--- src/rtl/core/maf_pkg.sv ---
`timescale 1ns / 1ps

package maf_pkg;

	localparam int unsigned DEPTH = 8;
	localparam int unsigned IDX_W = (DEPTH > 1) ? $clog2(DEPTH) : 1;
	localparam int unsigned SUM_W = 16 + $clog2(DEPTH);

	// floor(2^SUM_W / DEPTH): the quotient estimate is exact or one low
	localparam longint unsigned RECIP_INT = (64'd1 << SUM_W) / DEPTH;
	localparam logic [SUM_W-1:0] RECIP = SUM_W'(RECIP_INT);

	typedef enum logic [4:0] {
		ST_IDLE   = 5'b00001,
		ST_READ   = 5'b00010,
		ST_FILL   = 5'b00100,
		ST_DIVIDE = 5'b01000,
		ST_DONE   = 5'b10000
	} state_t;

	typedef struct packed {
		logic             en;
		logic [IDX_W-1:0] addr;
		logic [15:0]      data;
	} mem_wr_t;

	typedef struct packed {
		logic             en;
		logic [IDX_W-1:0] addr;
	} mem_rd_t;

endpackage

--- src/rtl/core/maf_window.sv ---
`timescale 1ns / 1ps

module maf_window (
	input  logic               clk,
	input  maf_pkg::mem_wr_t   wr,
	input  maf_pkg::mem_rd_t   rd,
	output logic signed [15:0] rd_data
);
	import maf_pkg::*;

	logic [15:0] mem_q [DEPTH];

	always_ff @(posedge clk) begin
		if (wr.en) begin
			mem_q[wr.addr] <= wr.data;
		end
	end

	always_ff @(posedge clk) begin
		if (rd.en) begin
			rd_data <= signed'(mem_q[rd.addr]);
		end
	end

endmodule

--- src/rtl/core/moving_average_filter.sv ---
`timescale 1ns / 1ps

// boxcar moving average over the last DEPTH signed 16-bit readings
// input channel (in_valid / in_ready): one word holds action and reading.
//   action 0 is a sample, action 1 arms a restart so the next sample
//   refills the whole window with its reading.
// output channel (out_valid / out_ready): one word per input word, holding
//   average (window sum / DEPTH, truncated toward zero) and newest (the
//   most recently stored reading).
// the window sits in a single-port-write RAM with a registered read; an
// ordinary sample reads the oldest entry, then writes the new reading.
// the result is registered after the states READ, DIVIDE and DONE for an
// ordinary sample, DIVIDE and DONE for an arm word, and FILL, DIVIDE and
// DONE for a restart sample (one RAM write per cycle to refill the window);
// the next word is taken the cycle after the result is registered, so a
// new word is never accepted while the last one is still in process.
// the divide is a reciprocal multiply with one correction step.
// reset leaves a restart armed and the sum at zero; no RAM clearing.
// if the receiver stalls, the result waits in the output register; one
// further word may be accepted and processed, then the block holds its
// result internally and keeps in_ready low until the output is taken.
module moving_average_filter (
	input  logic               clk,
	input  logic               arst_n,
	input  logic               in_valid,
	output logic               in_ready,
	input  logic               action,
	input  logic signed [15:0] reading,
	output logic               out_valid,
	input  logic               out_ready,
	output logic signed [15:0] average,
	output logic signed [15:0] newest
);
	import maf_pkg::*;

	localparam logic [SUM_W-1:0] DEP_U = SUM_W'(DEPTH);
	localparam logic signed [SUM_W-1:0] DEP_S = SUM_W'(DEPTH);
	localparam logic [IDX_W-1:0] IDX_LAST = IDX_W'(DEPTH - 1);

	state_t                   state_q;
	logic                     restart_q;
	logic [IDX_W-1:0]         wr_idx_q;
	logic [IDX_W-1:0]         fill_cnt_q;
	logic signed [SUM_W-1:0]  sum_q;
	logic signed [15:0]       sample_q;
	logic signed [15:0]       newest_q;
	logic [SUM_W-1:0]         mag_q;
	logic [SUM_W-1:0]         q0_q;
	logic                     neg_q;
	logic                     out_valid_q;
	logic signed [15:0]       average_q;
	logic signed [15:0]       newest_out_q;

	logic                     in_acc;
	logic                     out_free;
	logic signed [15:0]       rd_data;
	mem_wr_t                  mem_wr;
	mem_rd_t                  mem_rd;
	logic [SUM_W-1:0]         mag;
	logic [2*SUM_W-1:0]       prod;
	logic [SUM_W-1:0]         rem;
	logic [SUM_W-1:0]         quot;
	logic [SUM_W-1:0]         quot_signed;

	assign in_ready  = (state_q == ST_IDLE);
	assign in_acc    = in_valid && in_ready;
	assign out_free  = !out_valid_q || out_ready;
	assign out_valid = out_valid_q;
	assign average   = average_q;
	assign newest    = newest_out_q;

	always_comb begin
		mem_rd.en   = in_acc && !action && !restart_q;
		mem_rd.addr = wr_idx_q;
		mem_wr.en   = (state_q == ST_READ) || (state_q == ST_FILL);
		mem_wr.addr = (state_q == ST_FILL) ? fill_cnt_q : wr_idx_q;
		mem_wr.data = sample_q;
	end

	maf_window u_window (
		.clk     (clk),
		.wr      (mem_wr),
		.rd      (mem_rd),
		.rd_data (rd_data)
	);

	// magnitude and reciprocal estimate
	assign mag  = sum_q[SUM_W-1] ? SUM_W'(-sum_q) : SUM_W'(sum_q);
	assign prod = {{SUM_W{1'b0}}, mag} * {{SUM_W{1'b0}}, RECIP};

	// correction of the estimate
	assign rem         = mag_q - SUM_W'(q0_q * DEP_U);
	assign quot        = (rem >= DEP_U) ? q0_q + 1'b1 : q0_q;
	assign quot_signed = neg_q ? SUM_W'(-quot) : quot;

	always_ff @(posedge clk or negedge arst_n) begin
		if (!arst_n) begin
			state_q     <= ST_IDLE;
			restart_q   <= 1'b1;
			wr_idx_q    <= '0;
			fill_cnt_q  <= '0;
			sum_q       <= '0;
			out_valid_q <= 1'b0;
		end else begin
			if ((state_q == ST_DONE) && out_free) begin
				out_valid_q <= 1'b1;
			end else if (out_ready) begin
				out_valid_q <= 1'b0;
			end
			case (state_q)
				ST_IDLE: begin
					if (in_acc) begin
						if (action) begin
							restart_q <= 1'b1;
							state_q   <= ST_DIVIDE;
						end else if (restart_q) begin
							restart_q  <= 1'b0;
							wr_idx_q   <= '0;
							fill_cnt_q <= '0;
							sum_q      <= SUM_W'(SUM_W'(reading) * DEP_S);
							state_q    <= ST_FILL;
						end else begin
							state_q <= ST_READ;
						end
					end
				end
				ST_READ: begin
					sum_q    <= sum_q - SUM_W'(rd_data) + SUM_W'(sample_q);
					wr_idx_q <= (wr_idx_q == IDX_LAST) ? '0 : wr_idx_q + 1'b1;
					state_q  <= ST_DIVIDE;
				end
				ST_FILL: begin
					fill_cnt_q <= fill_cnt_q + 1'b1;
					if (fill_cnt_q == IDX_LAST) begin
						state_q <= ST_DIVIDE;
					end
				end
				ST_DIVIDE: begin
					state_q <= ST_DONE;
				end
				ST_DONE: begin
					if (out_free) begin
						state_q <= ST_IDLE;
					end
				end
				default: begin
					state_q <= ST_IDLE;
				end
			endcase
		end
	end

	always_ff @(posedge clk) begin
		if (in_acc) begin
			sample_q <= reading;
			if (!action) begin
				newest_q <= reading;
			end
		end
		if (state_q == ST_DIVIDE) begin
			mag_q <= mag;
			q0_q  <= prod[2*SUM_W-1:SUM_W];
			neg_q <= sum_q[SUM_W-1];
		end
		if ((state_q == ST_DONE) && out_free) begin
			average_q    <= signed'(quot_signed[15:0]);
			newest_out_q <= newest_q;
		end
	end

	a_idx_range: assert property (@(posedge clk) disable iff (!arst_n)
		wr_idx_q <= IDX_LAST)
		else $error("write index out of range");

	a_arm_sets: assert property (@(posedge clk) disable iff (!arst_n)
		in_acc && action |=> restart_q)
		else $error("arm word did not set restart");

	a_sample_clears: assert property (@(posedge clk) disable iff (!arst_n)
		in_acc && !action |=> !restart_q)
		else $error("sample left restart pending");

	a_fill_holds: assert property (@(posedge clk) disable iff (!arst_n)
		(state_q == ST_FILL) && (fill_cnt_q != IDX_LAST) |=> (state_q == ST_FILL))
		else $error("window refill cut short");

	a_done_emits: assert property (@(posedge clk) disable iff (!arst_n)
		(state_q == ST_DONE) && out_free |=> out_valid_q && (state_q == ST_IDLE))
		else $error("result not loaded into output register");

endmodule

--- config.mk ---
export PLATFORM = sky130hd
export DESIGN_NAME = moving_average_filter
export DESIGN_NICKNAME = d
export VERILOG_FILES = /design/src/rtl/core/maf_pkg.sv /design/src/rtl/core/maf_window.sv /design/src/rtl/core/moving_average_filter.sv
export SDC_FILE = /design/constraint.sdc
export NUM_CORES = 1
export LEC_CHECK = 0
export ABC_AREA = 1
export BUFFER_PORTS_ARGS = -buffer_cell sky130_fd_sc_hd__buf_4
export CAP_MARGIN = 20
export CORE_MARGIN = 8
export CORE_UTILIZATION = 60
export CTS_BUF_LIST = sky130_fd_sc_hd__clkbuf_4
export DETAILED_ROUTE_END_ITERATION = 16
export PLACE_DENSITY = 0.75
export SYNTH_ARGS = -nofsm -noshare
export SYNTH_HDL_FRONTEND = slang
export SYNTH_HIERARCHICAL = 1
export SYNTH_SLANG_ARGS = --single-unit
--- constraint.sdc ---
create_clock -name clk -period 4.2 [get_ports clk]
set_clock_uncertainty 0.2 [all_clocks]
set_input_delay 1.26 -clock clk [delete_from_list [all_inputs] [get_ports clk]]
set_output_delay 1.26 -clock clk [all_outputs]
set_load 0.005 [all_outputs]
======== Word-level counts from Yosys, hierarchy flattened ========
Memories as Yosys holds them, arrays and structs flattened. A register that Yosys moved wholly into a read port is not among the register bits.
Index checks and enable logic that the tools add are counted.
storage, ports and cells
  flip-flop bits (word level) ............. 132
  bits in writable memories ............... 128
  input port bits ......................... 21
  output and inout port bits .............. 34
  memories kept ........................... 1
cells by class
  $add $sub $neg .......................... 8
  order comparisons ....................... 1
  equal/unequal tests ..................... 12
  multiplexer cells ....................... 25
  bitwise logic cells ..................... 1
  reductions and logical operators ........ 17
memories
  name            depth  width  rd ports  clocked after Yosys merged registers in  wr ports  line              RTL
  u_window.mem_q  8      16     1         1                                        1         maf_window.sv:11  logic [15:0] mem_q [DEPTH];
operator list
  cell                                                  number
  2-to-1 mux 19 bit                                     4
  case mux 19 bit (2 select lines)                      1
  2-to-1 mux 16 bit                                     2
  case mux 5 bit (5 select lines)                       1
  adder 19 x 16 -> 19 bit                               1
  >= comparator 19 x 4 -> 1 bit, second input constant  1
  negator 19 bit                                        1
  subtractor 19 x 16 -> 19 bit                          1
  subtractor 19 bit                                     1
  2-to-1 mux 3 bit                                      6
  adder 16 x 1 -> 16 bit, second input constant         1
  negator 16 bit                                        1
  2-to-1 mux 5 bit                                      3
  case mux 3 bit (2 select lines)                       2
  AND reduction 4 bit                                   2
  adder 3 x 1 -> 3 bit, second input constant           2
  == test 3 bit, second input constant                  2
  != test 2 x 1 -> 1 bit, second input constant         3
  nonzero test 2 bit                                    3
  == test 5 x 1 -> 1 bit, second input constant         1
  == test 5 x 2 -> 1 bit, second input constant         1
  == test 5 x 3 -> 1 bit, second input constant         1
  == test 5 x 4 -> 1 bit, second input constant         1
  == test 5 bit, second input constant                  1
  9 further kinds                                       21

======== Logic depth before layout (Yosys ltp) ========
  depth in word-level cells ............... 5
  gate-level depth with buffers ........... 17
  depth with buffers taken out ............ 17

======== By module ========
Netlist, hierarchy kept.
by module, submodules not included
  module                 instances  cells an instance  area an instance (sq um)  sequential area each (sq um)
  moving_average_filter  1          683                6332.3                    3235.6
  maf_window             1          587                6149.6                    4324.1

======== Least setup slack after synthesis ========
Ideal clock, no wire load.
  path kind ............................... input-to-reg
  start ................................... input port out_ready
  end ..................................... register average_q[0], in the netlist average[0] (enable)
  library setup time ...................... 0.422 ns
  data arrival time ....................... 2.777 ns
  data required time ...................... 3.578 ns
  path slack .............................. 0.801 ns
  stages .................................. 3
  path buffers ............................ 0
  cell sequence ........................... or2_2 > inv_1 > nor2_1
between the ends
  word-level cells in the longest chain between the ends .. 2
ends and longest elaborated chain
  item                  line                          RTL
  start, declared       moving_average_filter.sv:30   input logic out_ready,
  logical OR 1 bit      moving_average_filter.sv:67   assign out_free = !out_valid_q || out_ready;
  logical AND 1 bit     moving_average_filter.sv:165  if ((state_q == ST_DONE) && out_free) begin
  end signal, assigned  moving_average_filter.sv:166  average_q <= signed'(quot_signed[15:0]);
  end, declared         moving_average_filter.sv:51   logic signed [15:0] average_q;
Every way passes these cells.
A chain may end at the register's enable or synchronous reset.

======== Worst setup path in the final report ========
  start ................................... register state_q[0]
  end ..................................... output port in_ready
between the ends
  word-level cells in the longest chain between the ends .. 1
ends and longest elaborated chain
  item                    line                          RTL
  start, declared         moving_average_filter.sv:40   state_t state_q;
  start signal, assigned  moving_average_filter.sv:98   state_q <= ST_IDLE;
  start signal, assigned  moving_average_filter.sv:115  state_q <= ST_DIVIDE;
  start signal, assigned  moving_average_filter.sv:121  state_q <= ST_FILL;
  == test 5 x 1 -> 1 bit  moving_average_filter.sv:65   assign in_ready = (state_q == ST_IDLE);
  end, declared           moving_average_filter.sv:26   output logic in_ready,
Every way passes these cells.

==> impl_metrics.tcl <==
set metrics [dict create \
    outcome "finished, final reports clean" \
    post-place-cells 1576 \
    clkPwrFrac_pct 24.6 \
    cp_cell_sequence "inv_1 -> nor2_1 -> nand3_2 -> inv_1 -> buf_4" \
    drtIter0Drc 667 \
    yosys-top-cells-area "edfxtp_1, nand2_1, inv_1" \
    worst_setup_path_end_kind "output pin" \
    die_h_um 160 \
    h-tree-depth 3 \
    rsz0062_at_grt "false" \
    cp.required_ns 2.74 \
    max_stage_delay_ns 0.52 \
    switching_share_pct 38.8 \
    hold-path-endpoint "newest[11]" \
    fmax_mhz 317 \
    synth_fp_nets 1333 \
    clk_pin_slew_ns 0.06 \
    slew_violations 0 \
    async_flop_share_pct 12.5 \
    ctsResizeCount 0 \
    synth_flop_cell "edfxtp_1" \
    cts_tree "yes" \
    p_int_w 0.00579 \
    synth_edf_count 225 \
    holdWs_ns 0.215 \
    postCtsHoldBufs 0 \
    crit_fanout 4 \
    synth.top_cells.by_count "nand2_1, inv_1, edfxtp_1" \
    core_sq_um 20300 \
    min_path_type "reg -> reg" \
    p_switching_w 0.00367 \
    worst_r2r_endpoint "sum_q[12]" \
    clockRootBuffer "clkbuf_4" \
    register_area_sq_um 7560 \
    grt_pass1_vias 8766 \
    path_common_cell "inv_1" \
    drive_gt1_share_pct 13.4 \
    ys_types 37 \
    p_leak_nw 6.53 \
    min_period_ns 3.16 \
    dr.pass1.iters 9 \
    critPathKind "reg -> out" \
    fillCellCount 1526 \
    final_nets 1438 \
    tns_ns 0 \
    grt_pass1_wl_um 44300 \
    ios 55 \
    reg2reg_depth 13 \
    powerDensity_nw_per_um2 673 \
    slowest_stage "dfstp_2" \
    worst_slew_pin_slew_ns 0.915 \
    wire_per_inst_um 16.1 \
    ys_seq_area_share_pct 60.6 \
    gp_congestion 0.909 \
    ys_warn_count 6 \
    vdd_drop_max_mv 0.516 \
    hold_path_depth 0 \
    io_buffers 54 \
    timing.rr.start "sample_q[1]" \
    pwr-share-comb_pct 37.9 \
    area_growth_pct 12.6 \
    netlist_area_sq_um 12500 \
    syn_inst 1270 \
    rows 52 \
    cts.path.max_buffers 3 \
    vias 8733 \
    crit_path_start_kind "flop" \
    r2r_slack_ns 1.35 \
    relSlewSlack_pct 38.9 \
    cap_violations 0 \
    yosysTopAreaCell "edfxtp_1" \
    vias_per_cell 5.16 \
    fin_cells 1693 \
    synth.most_common_cell "nand2_1" \
    antenna_found_initial 1 \
    synth_top_area_share_pct 54.1 \
    ant_nets 0 \
    period_share_pct 75.2 \
    multiInputGateArea_sq_um 3700 \
    hp-start "newest_q[11]" \
    grt_usage_pct 21.7 \
    die-width_um 160 \
    cts_setup_buffers 0 \
    power.share.sequential_pct 37.6 \
    clock-sinks 257 \
    cp.arrival_ns 1.70 \
    drcViolationCount 0 \
    avgSynthCellArea_sq_um 9.83 \
    hold_viol 0 \
    initial_core_util_pct 61.5 \
    wirelength_um 27300 \
    overflow 0 \
    dp.final_hpwl_um 17900 \
    clock_latency_ns 0.66 \
    setup_violations 0 \
    grt_max_degree 66 \
    synth_seq_cells 257 \
    die-area_sq_um 25700 \
    cts_buffers 67 \
]
-- metal layers --
metal | part of all wire, % | vias to the layer above | track usage [%]
met5 | 0 | - | 0
met3 | 8.1 | 58 | 5.40
li1 | - | 4277 | -
met2 | 48 | 344 | 35.8
met4 | 2.7 | 0 | 8.20
met1 | 41 | 4054 | 27.3
-- worst max-delay path, delay by kind of cell, from the launching register on --
kind	cells	cell delay, ns
AND/OR/NAND/NOR	2	0.25
buffers and inverters	3	0.27
flip-flops	1	0.52
-- layout make-up --
type,count,share of cell area [%]
Sequential cell,257,53.8
Multi-Input combinational cell,713,26.3
Inverter,267,7.17
Clock buffer,90,4.81
Timing Repair Buffer,69,3.78
Tap cell,270,2.40
Clock inverter,26,1.70
Antenna cell,1,0.0178
-- worst max-delay path by stage --
stage	depth (start not counted)	slack (ns)	endpoint	startpoint
2_1_floorplan	3	0.80	average[0]	out_ready
3_3_place_gp	12	1.12	sum_q[6]	in_valid
5_1_grt	5	0.89	in_ready	state_q[0]
4_1_cts	5	1.0	in_ready	state_q[0]
3_5_place_dp	12	1.02	sum_q[6]	in_valid
6_report	5	1.04	in_ready	state_q[0]
-- logic make-up after synthesis --
kind of cell	after synthesis	synth area share [%]
xor gates and xnor gates	31	2.18
adders and majority gates	42	5.29
DFF	257	60.6
and+or+nand+nor	576	19.2
buffers and inverters	300	9.86
AOI/OAI and AO/OA	64	2.88
-- per-stage QoR --
stage | worst slack (ns) | utilization (%) | area (sq um) | power (W)
after floorplan | 0.801 | - | 12500 | 0.00626
after global placement | 1.12 | 64.6 | 13100 | 0.00703
after detailed placement | 1.02 | 64.7 | 13100 | 0.00715
after CTS | 0.996 | 69.2 | 14000 | 0.00949
after global routing | 0.888 | 69.2 | 14100 | 0.0102
final | 1.04 | 69.2 | 14100 | 0.00946
-- power groups by stage --
stage | sequential (W) | combinational, W | clock, W
2_1_floorplan | 0.00348 | 0.00278 | 0
3_3_place_gp | 0.00360 | 0.00343 | 0
3_5_place_dp | 0.00360 | 0.00354 | 0
4_1_cts | 0.00355 | 0.00357 | 0.00237
5_1_grt | 0.00360 | 0.00412 | 0.00252
6_report | 0.00356 | 0.00358 | 0.00232
-- flip-flops by register name, indices dropped and copies added, names as in the netlist, 3 cells and up --
name              cells
state_q               5
u_window/mem_q      128
mag_q                16
sample_q             16
newest               16
average              16
fill_cnt_q            3
wr_idx_q              3
newest_q             16
u_window/rd_data     16
sum_q                19
-- layout by cell type (no fill, tap or decap), drive strengths merged, types with 4 or more instances in the layout --
master	Yosys	final
clkbuf	3	90
o21ai	27	27
dfrtp	30	30
edfxtp	225	225
fa	18	18
nand4	7	7
bufinv	0	5
nand3	105	105
a21oi	20	20
buf	30	69
clkinv	2	22
xnor2	7	7
xor2	24	24
or2	4	4
nand2	368	368
nor4	4	4
ha	24	24
inv	265	266
o211ai	8	8
o22ai	4	4
nor3	9	9
nor2	76	76
Note: power is estimated with default switching activity, not from simulation.
